### src/hw/rtl/stin_pkg.sv
// stin_pkg: shared types and codes for the sorted key table
// no dependencies; imported by every module of the block

package stin_pkg;

    // request codes
    localparam logic REQ_FIND   = 1'b0;
    localparam logic REQ_INSERT = 1'b1;

    // status codes
    localparam logic STATUS_OK   = 1'b0;
    localparam logic STATUS_FULL = 1'b1;

    // sequencer states
    typedef enum logic [1:0] {
        ST_IDLE,
        ST_COMPARE,
        ST_SEARCH,
        ST_COMMIT
    } t_state;

    // control broadcast to every cell of the chain
    typedef struct packed {
        logic capture;   // latch the compare flag
        logic shift;     // take new key or neighbour key
        logic sign_cmp;  // two's complement order
    } t_cell_ctrl;

endpackage

### src/hw/rtl/stin_cell.sv
// stin_cell: one slot of the sorted key chain, holds a key and its compare flag
// depends on stin_pkg

module stin_cell import stin_pkg::*; #(
    parameter int KEY_WIDTH = 32,
    parameter int CNT_W     = 9,
    parameter int INDEX     = 0
) (
    input  logic                 i_clk,
    input  t_cell_ctrl           i_ctrl,
    input  logic [CNT_W-1:0]     i_count,
    input  logic [CNT_W-1:0]     i_pos,
    input  logic [KEY_WIDTH-1:0] i_ord_key,
    input  logic [KEY_WIDTH-1:0] i_new_key,
    input  logic [KEY_WIDTH-1:0] i_prev_key,
    output logic [KEY_WIDTH-1:0] o_key,
    output logic                 o_le
);

    localparam logic [KEY_WIDTH-1:0] SignBit = KEY_WIDTH'(1'b1) << (KEY_WIDTH - 1);

    logic [KEY_WIDTH-1:0] r_key;
    logic                 r_le;
    logic                 occupied;
    logic [KEY_WIDTH-1:0] ord_own;
    logic                 n_le;
    logic                 below_pos;
    logic                 at_pos;

    assign occupied  = CNT_W'(INDEX) < i_count;
    assign ord_own   = r_key ^ (i_ctrl.sign_cmp ? SignBit : '0);
    assign n_le      = occupied && (ord_own <= i_ord_key);
    assign below_pos = CNT_W'(INDEX) < i_pos;
    assign at_pos    = CNT_W'(INDEX) == i_pos;

    always_ff @(posedge i_clk) begin
        if (i_ctrl.capture) begin
            r_le <= n_le;
        end
        // slots below the insert point keep their key
        if (i_ctrl.shift) begin
            if (at_pos) begin
                r_key <= i_new_key;
            end else if (!below_pos) begin
                r_key <= i_prev_key;
            end
        end
    end

    assign o_key = r_key;
    assign o_le  = r_le;

endmodule

### config.mk
export PLATFORM = sky130hd
export DESIGN_NAME = stin_cell
export DESIGN_NICKNAME = d
export VERILOG_FILES = /design/src/hw/rtl/stin_pkg.sv /design/src/hw/rtl/stin_cell.sv
export SDC_FILE = /design/constraint.sdc
export NUM_CORES = 1
export LEC_CHECK = 0
export ABC_AREA = 1
export BUFFER_PORTS_ARGS = -buffer_cell sky130_fd_sc_hd__buf_4
export CORE_ASPECT_RATIO = 1.75
export CORE_MARGIN = 2
export CORE_UTILIZATION = 25
export DETAILED_ROUTE_END_ITERATION = 12
export GPL_TIMING_DRIVEN = 0
export HOLD_SLACK_MARGIN = 0.12
export PLACE_DENSITY_LB_ADDON = 0.2
export REMOVE_ABC_BUFFERS = 1
export SLEW_MARGIN = 0
export SYNTH_ARGS = -nofsm -noshare
export SYNTH_HDL_FRONTEND = slang
export SYNTH_SLANG_ARGS = --single-unit
### constraint.sdc
create_clock -name i_clk -period 2.9 [get_ports i_clk]
set_clock_uncertainty 0.15 [all_clocks]
set_input_delay 0.29 -clock i_clk [delete_from_list [all_inputs] [get_ports i_clk]]
set_output_delay 0.29 -clock i_clk [all_outputs]
set_load 0.02 [all_outputs]
# --- After elaboration in Yosys (flattened, before gate mapping) ---
# Cells that the tools add are included.
totals:
  regBits: 33
  wordCells: 13
  output_inout_bits: 33
  in_bits: 118
op_classes:
  n_eq_ne: 1
  magnitude_cmp: 3
  bitwise_logic: 1
  n_mux: 3
  reduce_logical: 3
ops:
  columns: ["cell", "n"]
  rows:
  - ["$mux 32", 3]
  - ["$le 32x32->1", 1]
  - ["$xor 32x32->32", 1]
  - ["$lt 1x9->1 const A", 2]
  - ["$logic_not 9->1", 1]
  - ["$ne 2x1->1 const B", 1]
  - ["$reduce_and 2->1", 1]
  - ["$logic_and 1x1->1", 1]

# --- Logic depth before layout (Yosys ltp) ---
# Gate-level depths: netlist of the first run.
depth:
  ltp_word: 4
  ltp_mapped: 14
  depth_no_buf: 14

# --- Worst setup path after synthesis of the first run ---
# Ideal clock, no wire load.
synth_timing:
  path_kind: "input-to-reg"
  startpoint: "input port i_pos[4]"
  endpoint: "register r_key[0], in the netlist o_key[0] (enable)"
  required_time_ns: 2.329
  arrival_time_ns: 2.309
  setup_ns: 0.421
  n_path_buf: 1
  path_slack_ns: 0.020
  path_stages: 4
  path_cell_list: "nor4_2 nand3_2 buf_6 nor2_1"
synth_between:
  elab_chain_len: 3
  word_cells_on_any_way: 4
  classes_between: "1 x order compare; 1 x eq/ne; 2 x reduce/logical"
synth_rtl:
  columns: ["item", "line_no", "source"]
  rows:
  - ["from (decl)", "stin_cell.sv:12", "input logic [CNT_W-1:0] i_pos,"]
  - ["$lt 1x9->1 / $logic_not 9->1 (equally long branches)", "stin_cell.sv:33, stin_cell.sv:34", null]
  - ["$ne 2x1->1 (no source line) *", null, null]
  - ["$reduce_and 2->1 (no source line) *", null, null]
  - ["to (signal assigned)", "stin_cell.sv:43", "r_key <= i_new_key;"]
  - ["to (signal assigned)", "stin_cell.sv:45", "r_key <= i_prev_key;"]
  - ["to (decl)", "stin_cell.sv:22", "logic [KEY_WIDTH-1:0] r_key;"]
# Every way passes the cells marked *; elsewhere a longest branch is shown, timed or not.
# A chain may end at the register's enable or synchronous reset.

# --- Worst setup path after layout of the first run ---
layout_timing:
  startpoint: "input port i_pos[4]"
  endpoint: "register r_key[29], in the netlist o_key[29] (enable)"
# The elaborated chain is that of the path after synthesis.

==> summary.txt, run 1 <==
Status
  – Status: finished clean

Detailed routing
  – Final ANT Viol Nets: 0
  – WL/cell: 12.8 um
  – DR pass1 iterations: 4
  – Residual DRC: 0
  – DR vias/cell: 4.17
  – Vias after detailed routing: 2096
  – Final wirelength: 6440 um
  – Iter 0 DRT Violations: 58

STA
  – Setup repair after global routing missed its margin: no
  – Hold_ws: 0.163 ns
  – Final min period: 2.37 ns
  – Period utilization: 0.817
  – Hold Fails Final Rpt: 0
  – Slew headroom: 0.511
  – Setup WS post-layout: 0.530 ns
  – Achievable Freq: 422 MHz
  – Final setup violation count: 0
  – Worst-margin pin slew: 0.733 ns
  – Final Slew Violations: 0

Setup path
  – Critical Path AT: 2.13 ns
  – Setup CP Type: in2reg
  – Critical Path Source: i_pos[4]
  – R2R Path End: o_le$_DFFE_PP_
  – Reg-to-reg startpoint: o_key[31]$_DFFE_PP_
  – FF-to-FF setup slack: 1.02 ns
  – Worst reg2reg path depth: 9
  – Worst EP required: 2.66 ns
  – CP Max Fanout: 34
  – CP startpoint kind: input port
  – Worst setup EP type: register

Clock tree
  – Bufs on Longest Clock Path: 2
  – Worst-Skew Late Latency: 0.27 ns
  – CTS tree: built
  – Total CTS buffers: 5
  – Clk root buf: clkbuf_16
  – Clock sink total: 33
  – H-Tree Depth: 2
  – Reg clk slew, reported paths: 0.05 ns

Logic synthesis
  – Mux cell area share after synthesis: 0.194
  – Synth Cell Area: 2420 sq um
  – Main combinational cell family by area after synthesis: multiplexers
  – Flops & latches, synth: 33
  – Synthesized-area fraction occupied by adder cells: 0.165
  – Simple-gate share of the synthesized area: 0.112
  – Post-Syn Instances: 224
  – Synth Area in Compound Gates: 0.0393
  – Avg Inst Size Synth: 10.8 sq um
  – Post-synthesis xor/xnor area fraction: 0.00362
  – Sequential-to-total area share from yosys stat: 0.409
  – Synth cell types: 19
  – Yosys warnings: 0

Cells and area
  – Commonest non-fill, non-tap cells in the layout: buf_4, inv_1, nand2_1
  – Area of the multi-input gates: 1270 sq um
  – Nets: 530
  – Final Core Density: 0.406
  – Reg area: 991 sq um
  – Ant. Diodes: 0
  – Share of layout cells above drive strength 1: 0.504
  – Final std cells w/o fill: 503
  – Commonest non-fill, non-tap cell in the layout: buf_4
  – Area grow syn2layout: 58.5%
  – FILL cells: 946

GRT
  – GRT overflow: 0
  – Met3 usage: 0.0276
  – Maximum number of pins on one net before global-route repair: 35
  – GR peak layer: met2
  – All-layer global routing usage: 0.126
  – First-pass GRT wire length: 10100 um
  – Initial antenna violation count: 0
  – Met2 usage: 0.262
  – Vias in the first global route: 2300
  – Met1 Usage GRT: 0.110

Floorplan
  – Die area: 10500 sq um
  – Die width: 78.4 um
  – CORE AREA: 9470 sq um
  – Die height: 134 um
  – Initial core utilization: 0.256
  – I/O pin cnt: 151
  – Num rows: 47

Placement
  – # port buffers: 150
  – RePlAce Congestion: 0.707
  – Placed cell count: 493
  – Detail Placement HPWL: 5270 um
  – Pre-CTS setup slack: -0.638 ns

Power and ir drop
  – Comb power frac: 0.179
  – Part of the power in registers: 0.420
  – Pint: 1.00 mW
  – Switch share: 0.201
  – VDD IR max: 0.202 mV
  – Lkg Pwr: 2.01 nW
  – Total power draw: 1.26 mW
  – P per Cell Area: 327 nW/um^2
  – Psw: 0.253 mW
  – Power share of the clock group: 0.401

Min path
  – Worst hold path type: in2reg
  – Hold Path Depth: 2
  – Hold endpoint: o_key[11]$_DFFE_PP_
  – Hold path start: i_prev_key[11]

Run
  – Max-Cap Viols: 0
-- worst max-delay path, stage by stage --
cell	delay (ns)
buf_4	0.11
nor4_2	0.38
nand3_4	0.63
nor2_4	0.68
-- cells by family (layout without fill, tap and decap cells) --
kind of cell,count (synthesis),in the layout
AOI/OAI and AO/OA,18,18
muxes,32,32
and+or+nand+nor,64,65
xor gates and xnor gates,1,1
DFF,33,33
adders and majority gates,32,32
buffers and inverters,44,200
-- cell type report --
cell class | count | share of cell area
multi-input combinational | 148 | 0.331
timing repair buffer | 151 | 0.296
sequential | 33 | 0.258
inverter | 41 | 0.0401
tap | 122 | 0.0398
clock buffer | 8 | 0.0355
-- through the flow --
step,setup TNS [ns],instance area [sq um]
after global routing,0,3840
after global placement,-60.67,3670
after floorplan,-20.39,2390
after detailed placement,-20.34,3670
after CTS,0,3840
final,0,3840
-- Yosys cell counts --
master	n	share of area
edfxtp_1	33	0.41
xor2_1	1	0.0036
nand3_2	1	0.0041
nand4_1	2	0.0052
nand3_1	2	0.0041
o21ai_0	2	0.0041
buf_6	3	0.014
a21oi_1	14	0.029
nor2_1	14	0.022
nor3_1	4	0.0083
or2_2	1	0.0026
nand2_1	39	0.060
a21o_1	1	0.0031
o21a_1	1	0.0031
mux2_4	29	0.18
inv_1	41	0.064
mux2_2	3	0.014
ha_1	32	0.17
nor4_2	1	0.0052
-- registers in the layout, indices dropped and copies added, names as in the netlist --
signal and cells:
o_le 1, o_key 32
-- routing by layer --
metal  share of wire  routed length, um
met1            0.30               1960
met2            0.61               3950
met3           0.064                415
met4           0.017                111
met5               0                  0
-- power by group through the flow --
stage	Sequential (mW)	Clock, mW	Combinational, mW
2_1_floorplan	0.539	0	0.0850
6_report	0.528	0.503	0.225
5_1_grt	0.528	0.539	0.251
3_3_place_gp	0.537	0	0.221
3_5_place_dp	0.537	0	0.226
4_1_cts	0.527	0.524	0.229
-- worst max path at each step --
stage,end,depth (start not counted)
floorplan,o_key[0]$_DFFE_PP_,3
global placement,o_key[21]$_DFFE_PP_,4
detailed placement,o_key[19]$_DFFE_PP_,4
CTS,o_key[19]$_DFFE_PP_,4
global route,o_key[12]$_DFFE_PP_,4
finish,o_key[29]$_DFFE_PP_,4
-- timing repair --
action                                  CTS  global route
hold buffers                              1             0
setup buffers                             0             0
endpoints found under the setup margin   32             0
hold endpoints to repair                  1             0
gates resized for setup                   2             0
Note: power is estimated with default switching activity, not from simulation.
==> inputs of run 2 (changes only) <==
==> constraint.sdc (replaced) <==
create_clock -name i_clk -period 2.4 [get_ports i_clk]
set_clock_uncertainty 0.15 [all_clocks]
set_input_delay 0.24 -clock i_clk [delete_from_list [all_inputs] [get_ports i_clk]]
set_output_delay 0.24 -clock i_clk [all_outputs]
set_load 0.02 [all_outputs]
==> summary.txt, run 2 (synthesis gave the netlist of run 1 again) <==
Status
  – Status: finished clean

GRT
  – Vias in the first global route: 2550
  – First-pass GRT wire length: 11300 um
  – Maximum number of pins on one net before global-route repair: 35
  – All-layer global routing usage: 0.140
  – Initial antenna violation count: 0
  – GRT overflow: 0

Placement
  – DP Area: 3670 sq um
  – # port buffers: 150
  – Detail Placement HPWL: 5270 um
  – RePlAce Congestion: 0.707
  – Pre-CTS setup slack: -1.09 ns

Floorplan
  – Die height: 134 um
  – Num rows: 47
  – Initial core utilization: 0.256
  – Die width: 78.4 um
  – Die area: 10500 sq um
  – I/O pin cnt: 151
  – CORE AREA: 9470 sq um

Setup path
  – CP Max Fanout: 34
  – Worst reg2reg path depth: 9
  – Worst EP required: 2.16 ns
  – Slowest CP cell: nor2_4
  – Crit-path max cell delay: 0.72 ns
  – CP startpoint kind: input port
  – Worst setup EP type: register
  – FF-to-FF setup slack: 0.53 ns
  – Setup CP Type: in2reg
  – Critical Path Source: i_pos[4]
  – CP Capture Point: o_key[17]$_DFFE_PP_
  – Critical Path AT: 2.07 ns
  – Reg-to-reg startpoint: o_key[31]$_DFFE_PP_
  – Crit-path cells: buf_4 > nor4_2 > nand3_4 > nor2_4
  – R2R Path End: o_le$_DFFE_PP_

Cells and area
  – Area grow syn2layout: 82.9%
  – FILL cells: 884
  – Share of layout cells above drive strength 1: 0.440
  – Largest register FFs: 32
  – Ant. Diodes: 0
  – Nets: 588
  – Fin area: 4430 sq um
  – Commonest non-fill, non-tap cell in the layout: buf_4
  – Commonest non-fill, non-tap cells in the layout: buf_4, dlygate4sd3_1, inv_1

STA
  – Hold Fails Final Rpt: 0
  – Period utilization: 0.961
  – Worst-margin pin slew: 0.743 ns
  – Setup WS post-layout: 0.0931 ns
  – TNS Setup: 0 ns
  – Final setup violation count: 0
  – Setup repair after global routing missed its margin: no
  – Final min period: 2.31 ns
  – Achievable Freq: 433 MHz
  – Slew headroom: 0.504
  – Final Slew Violations: 0

Clock tree
  – Clk root buf: clkbuf_16
  – Reg clk slew, reported paths: 0.05 ns
  – Clock sink total: 33
  – Worst-Skew Late Latency: 0.27 ns
  – Bufs on Longest Clock Path: 2
  – Total CTS buffers: 5
  – CTS tree: built
  – H-Tree Depth: 2

Power and ir drop
  – VDD IR max: 0.244 mV
  – P per Cell Area: 360 nW/um^2
  – Total power draw: 1.60 mW
  – Lkg Pwr: 2.26 nW

Detailed routing
  – Vias after detailed routing: 2349
  – Final ANT Viol Nets: 0
  – Final wirelength: 7240 um
  – WL/cell: 12.9 um
  – DR pass1 iterations: 4
  – Residual DRC: 0
  – Iter 0 DRT Violations: 63
  – DR vias/cell: 4.19

Min path
  – Worst hold path type: in2reg

Run
  – Max-Cap Viols: 0
-- run 2: cell count changes in the layout (fill, tap and decap cells not counted), sizes merged --
cell and delta:
dlygate4sd3 +57, buf +1
-- run 2: worst max-delay path, delay by kind of cell --
| kind | cells | cell delay, ns |
|---|---|---|
| simple gates | 3 | 1.70 |
| buf+inv | 1 | 0.11 |
-- run 2: through the flow --
step                utilization  hold WS [ns]  cells
finish                    0.468         0.127    561
global route              0.468         0.123    561
CTS                       0.466         0.120    560
detailed placement        0.388         0.289    493
global placement          0.387         0.288    493
floorplan                     -         0.202    221
-- run 2: timing repair --
item / in CTS / in global routing
pin swaps: 1 / 1
buffers inserted: 0 / 1
hold buffers: 58 / 0
endpoints found under the setup margin: 64 / 16
endpoints found under the hold margin: 31 / 0
gates resized for setup: 2 / 0
cloned: 1 / 0
-- run 2: report_power, final --
group / internal (mW) / switching [mW]
Sequential: 0.637 / 0.000685
Clock: 0.385 / 0.222
Combinational: 0.250 / 0.101
Total: 1.27 / 0.323
-- run 2: area by class of cell --
| type | count | area (sq um) | share of cell area |
|---|---|---|---|
| multi-input combinational | 148 | 1270 | 0.287 |
| tap | 122 | 153 | 0.0345 |
| timing repair buffer | 209 | 1730 | 0.390 |
| inverter | 41 | 154 | 0.0347 |
| clock buffer | 8 | 136 | 0.0308 |
| sequential | 33 | 991 | 0.224 |
-- run 2: worst min-delay path by stage --
stage                   start             endpoint  cells after the start
2_1_floorplan       i_ctrl[2]       o_le$_DFFE_PP_                      0
3_3_place_gp        i_ctrl[2]       o_le$_DFFE_PP_                      1
3_5_place_dp        i_ctrl[2]       o_le$_DFFE_PP_                      1
4_1_cts         i_new_key[30]  o_key[30]$_DFFE_PP_                      2
5_1_grt        i_prev_key[23]  o_key[23]$_DFFE_PP_                      2
6_report        i_new_key[29]  o_key[29]$_DFFE_PP_                      2
-- run 2: routing by layer --
| layer | up-vias | global-route usage | part of all wire | routed length (um) |
|---|---|---|---|---|
| li1 | 1189 | - | - | - |
| met3 | 13 | 0.0296 | 0.058 | 417 |
| met5 | - | 0 | 0 | 0 |
| met2 | 86 | 0.287 | 0.61 | 4400 |
| met1 | 1061 | 0.122 | 0.31 | 2230 |
| met4 | 0 | 0.0663 | 0.026 | 188 |
