**src/hw/rtl/stin_pkg.sv**
```systemverilog
// stin_pkg: shared types and codes for the sorted key table
// no dependencies; imported by every module of the block

package stin_pkg;

    // request codes
    localparam logic REQ_FIND   = 1'b0;
    localparam logic REQ_INSERT = 1'b1;

    // status codes
    localparam logic STATUS_OK   = 1'b0;
    localparam logic STATUS_FULL = 1'b1;

    // sequencer states
    typedef enum logic [1:0] {
        ST_IDLE,
        ST_COMPARE,
        ST_SEARCH,
        ST_COMMIT
    } t_state;

    // control broadcast to every cell of the chain
    typedef struct packed {
        logic capture;   // latch the compare flag
        logic shift;     // take new key or neighbour key
        logic sign_cmp;  // two's complement order
    } t_cell_ctrl;

endpackage

```
**src/hw/rtl/stin_search.sv**
```systemverilog
// stin_search: bit-serial binary search for the length of the run of set flags
// depends on stin_pkg; reads the compare flags of the cell chain

module stin_search import stin_pkg::*; #(
    parameter int CAPACITY = 256,
    parameter int CNT_W    = 9
) (
    input  logic                i_clk,
    input  logic                i_rst_n,
    input  logic                i_start,
    input  logic [CAPACITY-1:0] i_le,
    output logic                o_busy,
    output logic                o_last,
    output logic [CNT_W-1:0]    o_pos
);

    localparam int BIT_W = $clog2(CNT_W);

    logic                r_busy;
    logic [BIT_W-1:0]    r_bit;
    logic [CNT_W-1:0]    r_pos;
    logic [CNT_W-1:0]    cand;
    logic [CAPACITY-1:0] below;
    logic                hole;
    logic [CNT_W-1:0]    n_pos;

    // a candidate length is taken when no flag below it is clear, so the leading
    // run is found one bit a cycle even when later flags are set again
    always_comb begin
        cand = r_pos | (CNT_W'(1) << r_bit);
        for (int g = 0; g < CAPACITY; g++) begin
            below[g] = (CNT_W'(g) < cand);
        end
        hole  = |(below & ~i_le);
        n_pos = r_pos;
        if ((cand <= CNT_W'(CAPACITY)) && !hole) begin
            n_pos = cand;
        end
    end

    always_ff @(posedge i_clk) begin
        if (!i_rst_n) begin
            r_busy <= 1'b0;
        end else if (i_start) begin
            r_busy <= 1'b1;
        end else if (r_busy && (r_bit == '0)) begin
            r_busy <= 1'b0;
        end
    end

    always_ff @(posedge i_clk) begin
        if (i_start) begin
            r_pos <= '0;
            r_bit <= BIT_W'(CNT_W - 1);
        end else if (r_busy) begin
            r_pos <= n_pos;
            r_bit <= r_bit - BIT_W'(1);
        end
    end

    assign o_busy = r_busy;
    assign o_last = r_busy && (r_bit == '0);
    assign o_pos  = r_pos;

endmodule

```
**config.mk**
```make
export PLATFORM = sky130hd
export DESIGN_NAME = stin_search
export DESIGN_NICKNAME = d
export VERILOG_FILES = /design/src/hw/rtl/stin_pkg.sv /design/src/hw/rtl/stin_search.sv
export SDC_FILE = /design/constraint.sdc
export NUM_CORES = 1
export LEC_CHECK = 0
export ABC_AREA = 0
export BUFFER_PORTS_ARGS = -buffer_cell sky130_fd_sc_hd__buf_4
export CELL_PAD_IN_SITES_DETAIL_PLACEMENT = 1
export CELL_PAD_IN_SITES_GLOBAL_PLACEMENT = 2
export CORE_MARGIN = 2
export CORE_UTILIZATION = 24
export DETAILED_ROUTE_END_ITERATION = 10
export PLACE_DENSITY = 0.89
export SLEW_MARGIN = 20
export SYNTH_ARGS = -nofsm -noshare
export SYNTH_HDL_FRONTEND = slang
export SYNTH_SLANG_ARGS = --single-unit
```
**constraint.sdc**
```tcl
create_clock -name i_clk -period 6 [get_ports i_clk]
set_input_delay 1.2 -clock i_clk [delete_from_list [all_inputs] [get_ports i_clk]]
set_output_delay 1.2 -clock i_clk [all_outputs]
set_load 0.05 [all_outputs]
```
After elaboration in Yosys (flattened, before gate mapping)
Index checks and enable logic that the tools add are counted.

Word-level logic and storage cells: 274. Register bits: 14. Memory bits (read-only): 0. Bits in writable memories: 0. Memories: 0. Bits in latches: 0.

Reduce and logical (&&, ||, !) cells: 7. Multiplexer cells: 2. Divide/modulo/power cells: 0. $lt $le $gt $ge: 257. Bitwise operators: 3. Eq/ne operators: 0. $mul: 0. Shifts and indexed selects: 1. Add/subtract/negate cells: 1.

Operator list (number): $lt 8x9->1 const A (128); $lt 7x9->1 const A (64); $lt 6x9->1 const A (32); $and 256x256->256 (1); $not 256->256 (1); $reduce_or 256->1 (1); $lt 5x9->1 const A (16); $lt 4x9->1 const A (8); $lt 3x9->1 const A (4); $lt 1x9->1 const A (2); $lt 2x9->1 const A (2); $le 9x9->1 const B (1); $or 9x9->9 (1); $shl 1x4->9 const A (1); $logic_not 4->1 (1); $sub 4x1->4 const B (1); $logic_and 1x1->1 (2); $mux 1 (2); $reduce_and 2->1 (1); $reduce_bool 2->1 (1); $logic_not 1->1 (1).

Logic depth before layout (Yosys ltp)
Gate-level depths: netlist (run 1).

Depth after elaboration: 8. Gate-level depth with buffers: 16.

Worst setup path before layout (run 1)
Ideal clock, no wire load.

Path kind: reg-to-reg. From: reg r_pos[4] (netlist: o_pos[4]). To: reg r_pos[7] (netlist: o_pos[7]). Buffers on the path: 1. Path slack: 2408 ps. Required time: 5931 ps. Library setup time: 69 ps. Arrival: 3523 ps. Stages on the path, launching flop included: 12. Period minus slack after synthesis: 3592 ps. Cells stage by stage: dfxtp_1 buf_2 inv_2 or3_1 nand2_2 a21o_1 a311oi_1 or4_1 or4_4 nor4_4 nand3_1 o21ai_1.

Cells in the longest elaborated chain, start to end: 7. Elaborated cells on any way between the ends: 263. Classes of those cells: order compare (257); bitwise (2); reduce/logical (4).

RTL lines: start: declaration (RTL line stin_search.sv:21) `logic [CNT_W-1:0] r_pos;`; start signal: assignment (RTL line stin_search.sv:56) `r_pos <= n_pos;`; $or 9x9->9 (*) (RTL line stin_search.sv:30) `cand = r_pos | (CNT_W'(1) << r_bit);`; $lt 1x9->1, or another cell as far along (RTL line stin_search.sv:32) `below[g] = (CNT_W'(g) < cand);`; $and 256x256->256 (RTL line stin_search.sv:34) `hole = |(below & ~i_le);`; $reduce_or 256->1 (RTL line stin_search.sv:34); $logic_not 1->1 (RTL line stin_search.sv:36) `if ((cand <= CNT_W'(CAPACITY)) && !hole) begin`; $logic_and 1x1->1 (*) (RTL line stin_search.sv:36); $reduce_and 2->1 (no source line) (*).

Every way passes the cells marked *; elsewhere a longest branch is shown, timed or not. A chain may end at the register's enable or synchronous reset.

Final worst setup path (run 1)
From: reg r_bit[3]. To: reg r_pos[4] (netlist: o_pos[4]).

Cells in the longest elaborated chain, start to end: 8. Elaborated cells on any way between the ends: 264. Classes of those cells: order compare (257); shift (1); bitwise (2); reduce/logical (4).

RTL lines: start: declaration (RTL line stin_search.sv:20) `logic [BIT_W-1:0] r_bit;`; start signal: assignment (RTL line stin_search.sv:54) `r_bit <= BIT_W'(CNT_W - 1);`; start signal: assignment (RTL line stin_search.sv:57) `r_bit <= r_bit - BIT_W'(1);`; $shl 1x4->9 (*) (RTL line stin_search.sv:30); $or 9x9->9 (*) (RTL line stin_search.sv:30); $lt 1x9->1, or another cell as far along (RTL line stin_search.sv:32); $and 256x256->256 (RTL line stin_search.sv:34); $reduce_or 256->1 (RTL line stin_search.sv:34); $logic_not 1->1 (RTL line stin_search.sv:36); $logic_and 1x1->1 (RTL line stin_search.sv:36); $reduce_and 2->1 (no source line).

Marks and branches as above.

==> metrics.sh, run 1 <==
SYNTHDOMINANTCELLAREASHARE=0.105
ROUTE.FINAL.WIRE_LENGTH_UM=38100
YS_DOMINANT_REG_CELL='dfxtp_1'
PIN_COUNT=270
DIEAREA_UM2=20200
FIN_TNS_SETUP_NS=0
SYN_AREA_UM2=4570
FIN_CRIT_NS=5.09
GRTUSAGETOTAL=0.358
TIMING.CRITICAL_PATH.ARRIVAL_NS=5.25
HOLD_CLASS='reg -> reg'
FLOPS_LATCHES_SYNTH=14
LEADING_CELL_TYPES_BY_TOTAL_AREA_AFTER_SYNTHESIS='a21oi_1 11%, o21ai_0 6.7%, dfxtp_1 6.1%'
CLOCK-ROOT-BUFFER='clkbuf_16'
ENDPOINT_KIND='flop'
INITIAL_UTILIZATION=0.245
TRITONCTS_CLOCK_TREE='done'
YOSYS.CELL_COUNT.TOP_TYPE='a21oi_1'
NUMBER_OF_BUFFERS_ADDED_TO_FIX_HOLD_VIOLATIONS_AFTER_CTS=0
GLOBAL_ROUTE.USAGE.MET2=0.535
TOP_USAGE_LAYER='met2'
PLACE_HPWL_UM=30500
DETAIL_ROUTE.ITER0.VIOLATIONS=1137
DRC=0
FINALCLOCKSKEW_NS=0.00323
GRT_OVERFLOW_TOTAL=0
CTS_SINKS=14
VIA_COUNT=7911
CTS_REPAIR_RESIZE_COUNT=0
GRTUSAGEMET3=0.123
ROUTABILITYCONGESTION=1.03
SYN-MEAN-INSTANCE-AREA_UM2=6.43
SYNTH_TOP_CELLS_BY_COUNT='96 x a21oi_1, 61 x o21ai_0, 56 x nor2_1, 43 x nand2_1, 24 x buf_2'
CAP_VIOL_MAX_COUNT=0
CRITPATHKIND='reg -> reg'
WORSTSETUPSTARTPOINTTYPE='flop'
VIA_CELL_RATIO=6.60
NETS=1229
CLOCK_TREE.HTREE_LEVEL_COUNT=1
INITIAL_ANTENNA_VIOLATION_COUNT=0
DIE-WIDTH_UM=142
SYNTHDOMINANTAREACELLTYPE='a21oi_1'
USE_MET1=0.463
PWR_DENSITY_CELL_nW_PER_UM2=144
CLOCK.FMAX_MHz=196
LAYOUT.FILLER_CELLS=2408
DRV_SLEW=0
ROWS=50
SYNTH_SEQUENTIAL_AREA_RATIO=0.0613
HOLD_VIOL=0
CTS_BUFFERS=3
SYNTH-EDFF-COUNT=0
STATUS='finished, final reports clean'
SYNTH_ASYNC_SR_FLOP_SHARE=0
AREA_ADDED_BETWEEN_SYNTHESIS_AND_FINISH_PCT=52.3
NUMBER_OF_GLOBAL_ROUTE_VIAS_BEFORE_REPAIR=7966
SETUP_VIOL=0
SYNTH_FP_NETS=975
CORE_REGION_AREA_UM2=18700
SYN-INSTANCE-COUNT=711
CHIP_HEIGHT_UM=142
FINAL_LAYOUT_SIZE_SUFFIX_GT1_FRAC=0.362
DRTANTENNAVIOLNETS=0
POWER.IR.VDD_WORST_mV=0.0810
TIMING.SLEW.HEADROOM=0.222
REQUIRED_NS=6.17
DETAIL_ROUTE.WL_PER_CELL_UM=31.8
CLK_LATENCY_NS=0.25
YS_TYPES=85
RSZ0062_AT_GRT='false'
POWER_LEAKAGE_nW=2.86
FINAL_MIN_PERIOD_OVER_CLOCK_PERIOD=0.848
POST-CTS-SETUP-BUFFER-COUNT=0
WIRE_LENGTH_OF_THE_FIRST_GLOBAL_ROUTING_PASS_UM=52900
CLOCK_TREE.BUFFER_DEPTH=2
PORTBUFFERS=269
MAXIMUM_NUMBER_OF_PINS_ON_ONE_NET_BEFORE_GLOBAL_ROUTE_REPAIR=38
R2R_SETUP_SLACK_NS=0.91
TIGHTESTPINTRANSITION_NS=1.17
YOSYSWARNINGS=0
CTS.REPORTEDPATHS.CLKPINSLEW_NS=0.05
ANTENNADIODECOUNT=0
FIRST_PASS_ITERS=7
UTILIZATION=0.372
WORSTPATHMAXFANOUT=28
flip-flops by register name, summed over array words and instances (netlist names):
name	cells
r_bit	4
o_busy	1
o_pos	9
placed cells by master, fill, tap and decap left out, types with 13 or more instances in the layout:
master    Yosys  final
a21oi_1      96     96
dfxtp_1      14     14
a21o_1       13     13
a211oi_1     19     19
nor2_1       56     55
nand2_1      43     43
inv_1        22     22
nand3_1      22     22
o22ai_1      22     22
a31oi_1      18     18
nor4_1       15     15
a221oi_1     14     14
buf_4         2    304
a31o_2       15     15
nor3_1       23     23
o21ai_0      61     61
worst max-delay path, cell delays in order (launching register included):
cell and delay, ns:
dfxtp_1 0.96, or2_1 0.38, o221ai_1 0.53, nor2_1 0.24, buf_4 0.34, a31o_2 0.21
a221oi_1 0.08, a2111oi_0 0.85, o2111ai_1 0.19, nand4b_1 0.22, or4_1 0.77, o22ai_1 0.21
final timing paths:
| kind | startpoint | end | cells after the start |
|---|---|---|---|
| max reg2reg | r_bit[3] | o_pos[4] | 11 |
| min reg2reg | o_pos[1] | o_pos[1] | 2 |
| min | o_pos[1] | o_pos[1] | 2 |
| max | r_bit[3] | o_pos[4] | 11 |
power by group:
group	leakage (nW)	switching, mW	internal (mW)	total, mW
logic	2.70	0.446	0.296	0.741
registers	0.114	0.0185	0.0971	0.116
clock network	0.0442	0.0432	0.101	0.145
total	2.86	0.508	0.494	1.00
metal layers:
layer  share of wire  wire length [µm]  up-vias
met3            0.13              4790      129
li1                -                 -     3374
met4           0.051              1950        0
met1            0.40             15200     3774
met2            0.42             16200      634
met5               0                 0        -
area by class of cell:
class	instances	area [µm²]	share of cell area
Multi-Input combinational cell	618	3930	0.564
Timing Repair Buffer	304	2280	0.328
Tap cell	234	293	0.0420
Sequential cell	14	280	0.0402
Inverter	24	90.1	0.0129
Clock buffer	4	88.8	0.0128
logic make-up (layout without fill, tap and decap cells):
kind of cell    count (synthesis)  in the layout  share of synthesized area
flops                          14             14                     0.0613
compound gates                378            378                      0.556
xor+xnor                        3              3                    0.00575
fa+ha+maj                       5              5                     0.0137
mux                             1              1                    0.00219
buf+inv                        79            332                     0.0796
simple gates                  231            231                      0.282
stage by stage:
stage	instances	cell area, µm²	setup WS, ns	hold WS [ns]	power, mW
6_report	1198	6970	0.911	0.566	1.00
2_1_floorplan	711	4570	2.41	0.505	0.480
4_1_cts	1198	6970	1.12	0.571	0.968
3_5_place_dp	1194	6880	1.14	0.562	0.823
5_1_grt	1198	6970	0.773	0.591	1.04
3_3_place_gp	1194	6880	1.19	0.535	0.825
No activity file was read; power rests on OpenSTA's default activity.
==> run 2, diff against run 1 <==
--- a/config.mk
+++ b/config.mk
@@ -5,14 +5,14 @@
 export SDC_FILE = /design/constraint.sdc
 export NUM_CORES = 1
 export LEC_CHECK = 0
-export ABC_AREA = 0
+export ABC_AREA = 1
 export BUFFER_PORTS_ARGS = -buffer_cell sky130_fd_sc_hd__buf_4
 export CELL_PAD_IN_SITES_DETAIL_PLACEMENT = 1
 export CELL_PAD_IN_SITES_GLOBAL_PLACEMENT = 2
 export CORE_MARGIN = 2
-export CORE_UTILIZATION = 24
+export CORE_UTILIZATION = 19
 export DETAILED_ROUTE_END_ITERATION = 10
-export PLACE_DENSITY = 0.89
+export PLACE_DENSITY = 0.79
 export SLEW_MARGIN = 20
 export SYNTH_ARGS = -nofsm -noshare
 export SYNTH_HDL_FRONTEND = slang
==> constraint.sdc (replaced) <==
create_clock -name i_clk -period 4.65 [get_ports i_clk]
set_input_delay 0.93 -clock i_clk [delete_from_list [all_inputs] [get_ports i_clk]]
set_output_delay 0.93 -clock i_clk [all_outputs]
set_load 0.05 [all_outputs]
==> run 2 against run 1 <==
Effect of this change: power up 27%; die area up 43%; routed wire length down 1.1%; synthesized cell count up 48%.
==> metrics.sh, run 2 <==
AREA_ADDED_BETWEEN_SYNTHESIS_AND_FINISH_PCT=45.1
FINAL_MIN_PERIOD_OVER_CLOCK_PERIOD=0.925
YOSYS.CELL_COUNT.TOP_TYPE='nand2_1'
POST-CTS-SETUP-BUFFER-COUNT=0
CAP_VIOL_MAX_COUNT=0
UTILIZATION=0.281
LAYOUT_SETUP_WS_NS=0.350
FINALCLOCKSKEW_NS=0.00143
REQUIRED_NS=4.84
CRITPATHMAXSTAGEDELAY_NS=0.71
FIRST_PASS_ITERS=5
DP_WORST_SETUP_SLACK_NS=0.475
SYNTHDOMINANTCELLAREASHARE=0.261
FINAL_CELLS=1633
VIA_COUNT=8028
R2R_SETUP_SLACK_NS=0.35
GRTUSAGETOTAL=0.251
PIN_COUNT=270
SYNTHDOMINANTAREACELLTYPE='nand2_1'
VIA_CELL_RATIO=4.92
CRITPATHKIND='reg -> reg'
ENDPOINT_KIND='flop'
MAXIMUM_NUMBER_OF_PINS_ON_ONE_NET_BEFORE_GLOBAL_ROUTE_REPAIR=19
CHIP_HEIGHT_UM=170
WORSTPATHMAXFANOUT=16
CTS_REPAIR_RESIZE_COUNT=0
YS_DOMINANT_REG_CELL='dfxtp_1'
WIRE_LENGTH_OF_THE_FIRST_GLOBAL_ROUTING_PASS_UM=53100
WORST_HOLD_SLACK_NS=0.514
YOSYSWARNINGS=0
FIN_TNS_SETUP_NS=0
SYNTH_ASYNC_SR_FLOP_SHARE=0
TIMING.RR.START='r_bit[0]'
SYNTH-EDFF-COUNT=0
CRITPATHSLOWESTCELL='nor2_2'
SYN_AREA_UM2=5210
CRIT_CHAIN='inv_1 -> ha_1 -> nand3_1 -> nand2_1 -> nor2_2 -> nand2_1 -> o21ai_0 -> nor2_1 -> nor2_1 -> nand2_1 -> nor2_1 -> nand2_1 -> nor2_1 -> nand3_1 -> nor2_2 -> nand3_4 -> a21oi_2'
SYNTH_FP_NETS=1313
FLOPS_LATCHES_SYNTH=14
CTS.REPORTEDPATHS.CLKPINSLEW_NS=0.05
POWER_mW=1.27
SYN-MEAN-INSTANCE-AREA_UM2=4.97
LAYOUT.FILLER_CELLS=3665
CLOCK_TREE.BUFFER_DEPTH=2
NUMBER_OF_GLOBAL_ROUTE_VIAS_BEFORE_REPAIR=8284
SETUP_VIOL=0
CORE_REGION_AREA_UM2=27000
DIEAREA_UM2=28800
HOLD_CLASS='reg -> reg'
WORSTSETUPSTARTPOINTTYPE='flop'
FIN_CRIT_NS=4.30
CLOCK.FMAX_MHz=233
TRITONCTS_CLOCK_TREE='done'
DRV_SLEW=0
LAYOUT.CELLS.MOST_COMMON='nand2_1'
GRT_OVERFLOW_TOTAL=0
INITIAL_UTILIZATION=0.193
SYNTH_SEQUENTIAL_AREA_RATIO=0.0538
CLK_LATENCY_NS=0.25
TIMING.CRITICAL_PATH.ARRIVAL_NS=4.49
ROWS=60
RSZ0062_AT_GRT='false'
CTS_BUFFERS=3
STARTPOINT='r_bit[0]'
LEADING_CELL_TYPES_BY_TOTAL_AREA_AFTER_SYNTHESIS='nand2_1 26%, nor2_1 12%, inv_1 7.6%'
SYN-INSTANCE-COUNT=1049
HOLD_VIOL=0
STATUS='finished, final reports clean'
ROUTE.FINAL.WIRE_LENGTH_UM=37700
TIGHTESTPINTRANSITION_NS=1.08
PLACE_HPWL_UM=31600
CLOCK-ROOT-BUFFER='clkbuf_16'
PWR_DENSITY_CELL_nW_PER_UM2=169
FINAL_CELL_MIX='363 x nand2_1, 276 x buf_4, 161 x nor2_1'
DETAIL_ROUTE.WL_PER_CELL_UM=23.1
WORSTPATHBUFFERINVERTERCOUNT=1
YS_TYPES=36
POWER_LEAKAGE_nW=3.84
CPLARGESTDELAYFAMILY='simple AND/OR/NAND/NOR gates'
NETS=1557
DRTANTENNAVIOLNETS=0
MIN_FROM='r_bit[0]'
CTS_SINKS=14
INITIAL_ANTENNA_VIOLATION_COUNT=0
FINAL_LAYOUT_SIZE_SUFFIX_GT1_FRAC=0.278
DP_CELLS=1629
DRC=0
DETAIL_ROUTE.ITER0.VIOLATIONS=633
LARGEST_REG_FLOPS=9
PLACED_AREA_UM2=7480
FINAL_AREA_UM2=7560
ROUTABILITYCONGESTION=0.960
SYNTH_TOP_CELLS_BY_COUNT='363 x nand2_1, 161 x nor2_1, 105 x inv_1, 70 x nand3_1, 62 x o21ai_0'
CLOCK_TREE.HTREE_LEVEL_COUNT=1
DIE-WIDTH_UM=170
POWER.IR.VDD_WORST_mV=0.114
TIMING.SLEW.HEADROOM=0.273
NUMBER_OF_BUFFERS_ADDED_TO_FIX_HOLD_VIOLATIONS_AFTER_CTS=0
ANTENNADIODECOUNT=0
PORTBUFFERS=269
[run 2: cell count changes in the layout (fill, tap and decap cells not counted), moves of 22 or more]
cell	previous run	this run
a21oi_1	96	59
nand2_1	43	363
nor2_1	55	161
nand3b_1	2	42
buf_4	304	276
nor3_1	23	0
o21bai_1	4	26
nand3_1	22	70
inv_1	22	105
[run 2: path summary, 6_finish.rpt]
kind	to	depth (start not counted)
hold reg to reg	r_bit[0]	2
hold / removal	r_bit[0]	2
setup / recovery	o_pos[7]	17
setup reg to reg	o_pos[7]	17
[run 2: logic make-up after synthesis]
family / count (synthesis) / share of synthesized area
buffers and inverters: 151 / 0.127
adders and majority gates: 5 / 0.0120
AOI/OAI and AO/OA: 177 / 0.197
DFF: 14 / 0.0538
and+or+nand+nor: 702 / 0.610
[run 2: area by class of cell]
cell class	count	area [µm²]	share of cell area
Multi-Input combinational cell	884	4270	0.564
Timing Repair Buffer	276	2070	0.274
Inverter	114	428	0.0566
Tap cell	341	427	0.0564
Sequential cell	14	280	0.0370
Clock buffer	4	88.8	0.0117
[run 2: worst reg2reg max path, stage by stage, from the launching register on]
cell and delay [ns]:
dfxtp_1 0.38, inv_1 0.12, ha_1 0.29, nand3_1 0.11, nand2_1 0.40, nor2_2 0.72, nand2_1 0.30, o21ai_0 0.51
nor2_1 0.15, nor2_1 0.13, nand2_1 0.06, nor2_1 0.18, nand2_1 0.08, nor2_1 0.11, nand3_1 0.13, nor2_2 0.20
nand3_4 0.20, a21oi_2 0.17
[run 2: report_power, final]
group / switching [mW] / total [mW] / internal [mW]
sequential: 0.0122 / 0.136 / 0.124
combinational: 0.595 / 0.949 / 0.354
clock: 0.0583 / 0.189 / 0.131
total: 0.666 / 1.27 / 0.609
[run 2: routing by layer]
layer	wire length [µm]	GRT usage
met5	0	0
met4	1420	0.0884
met3	2640	0.0331
met2	17100	0.418
met1	16500	0.331
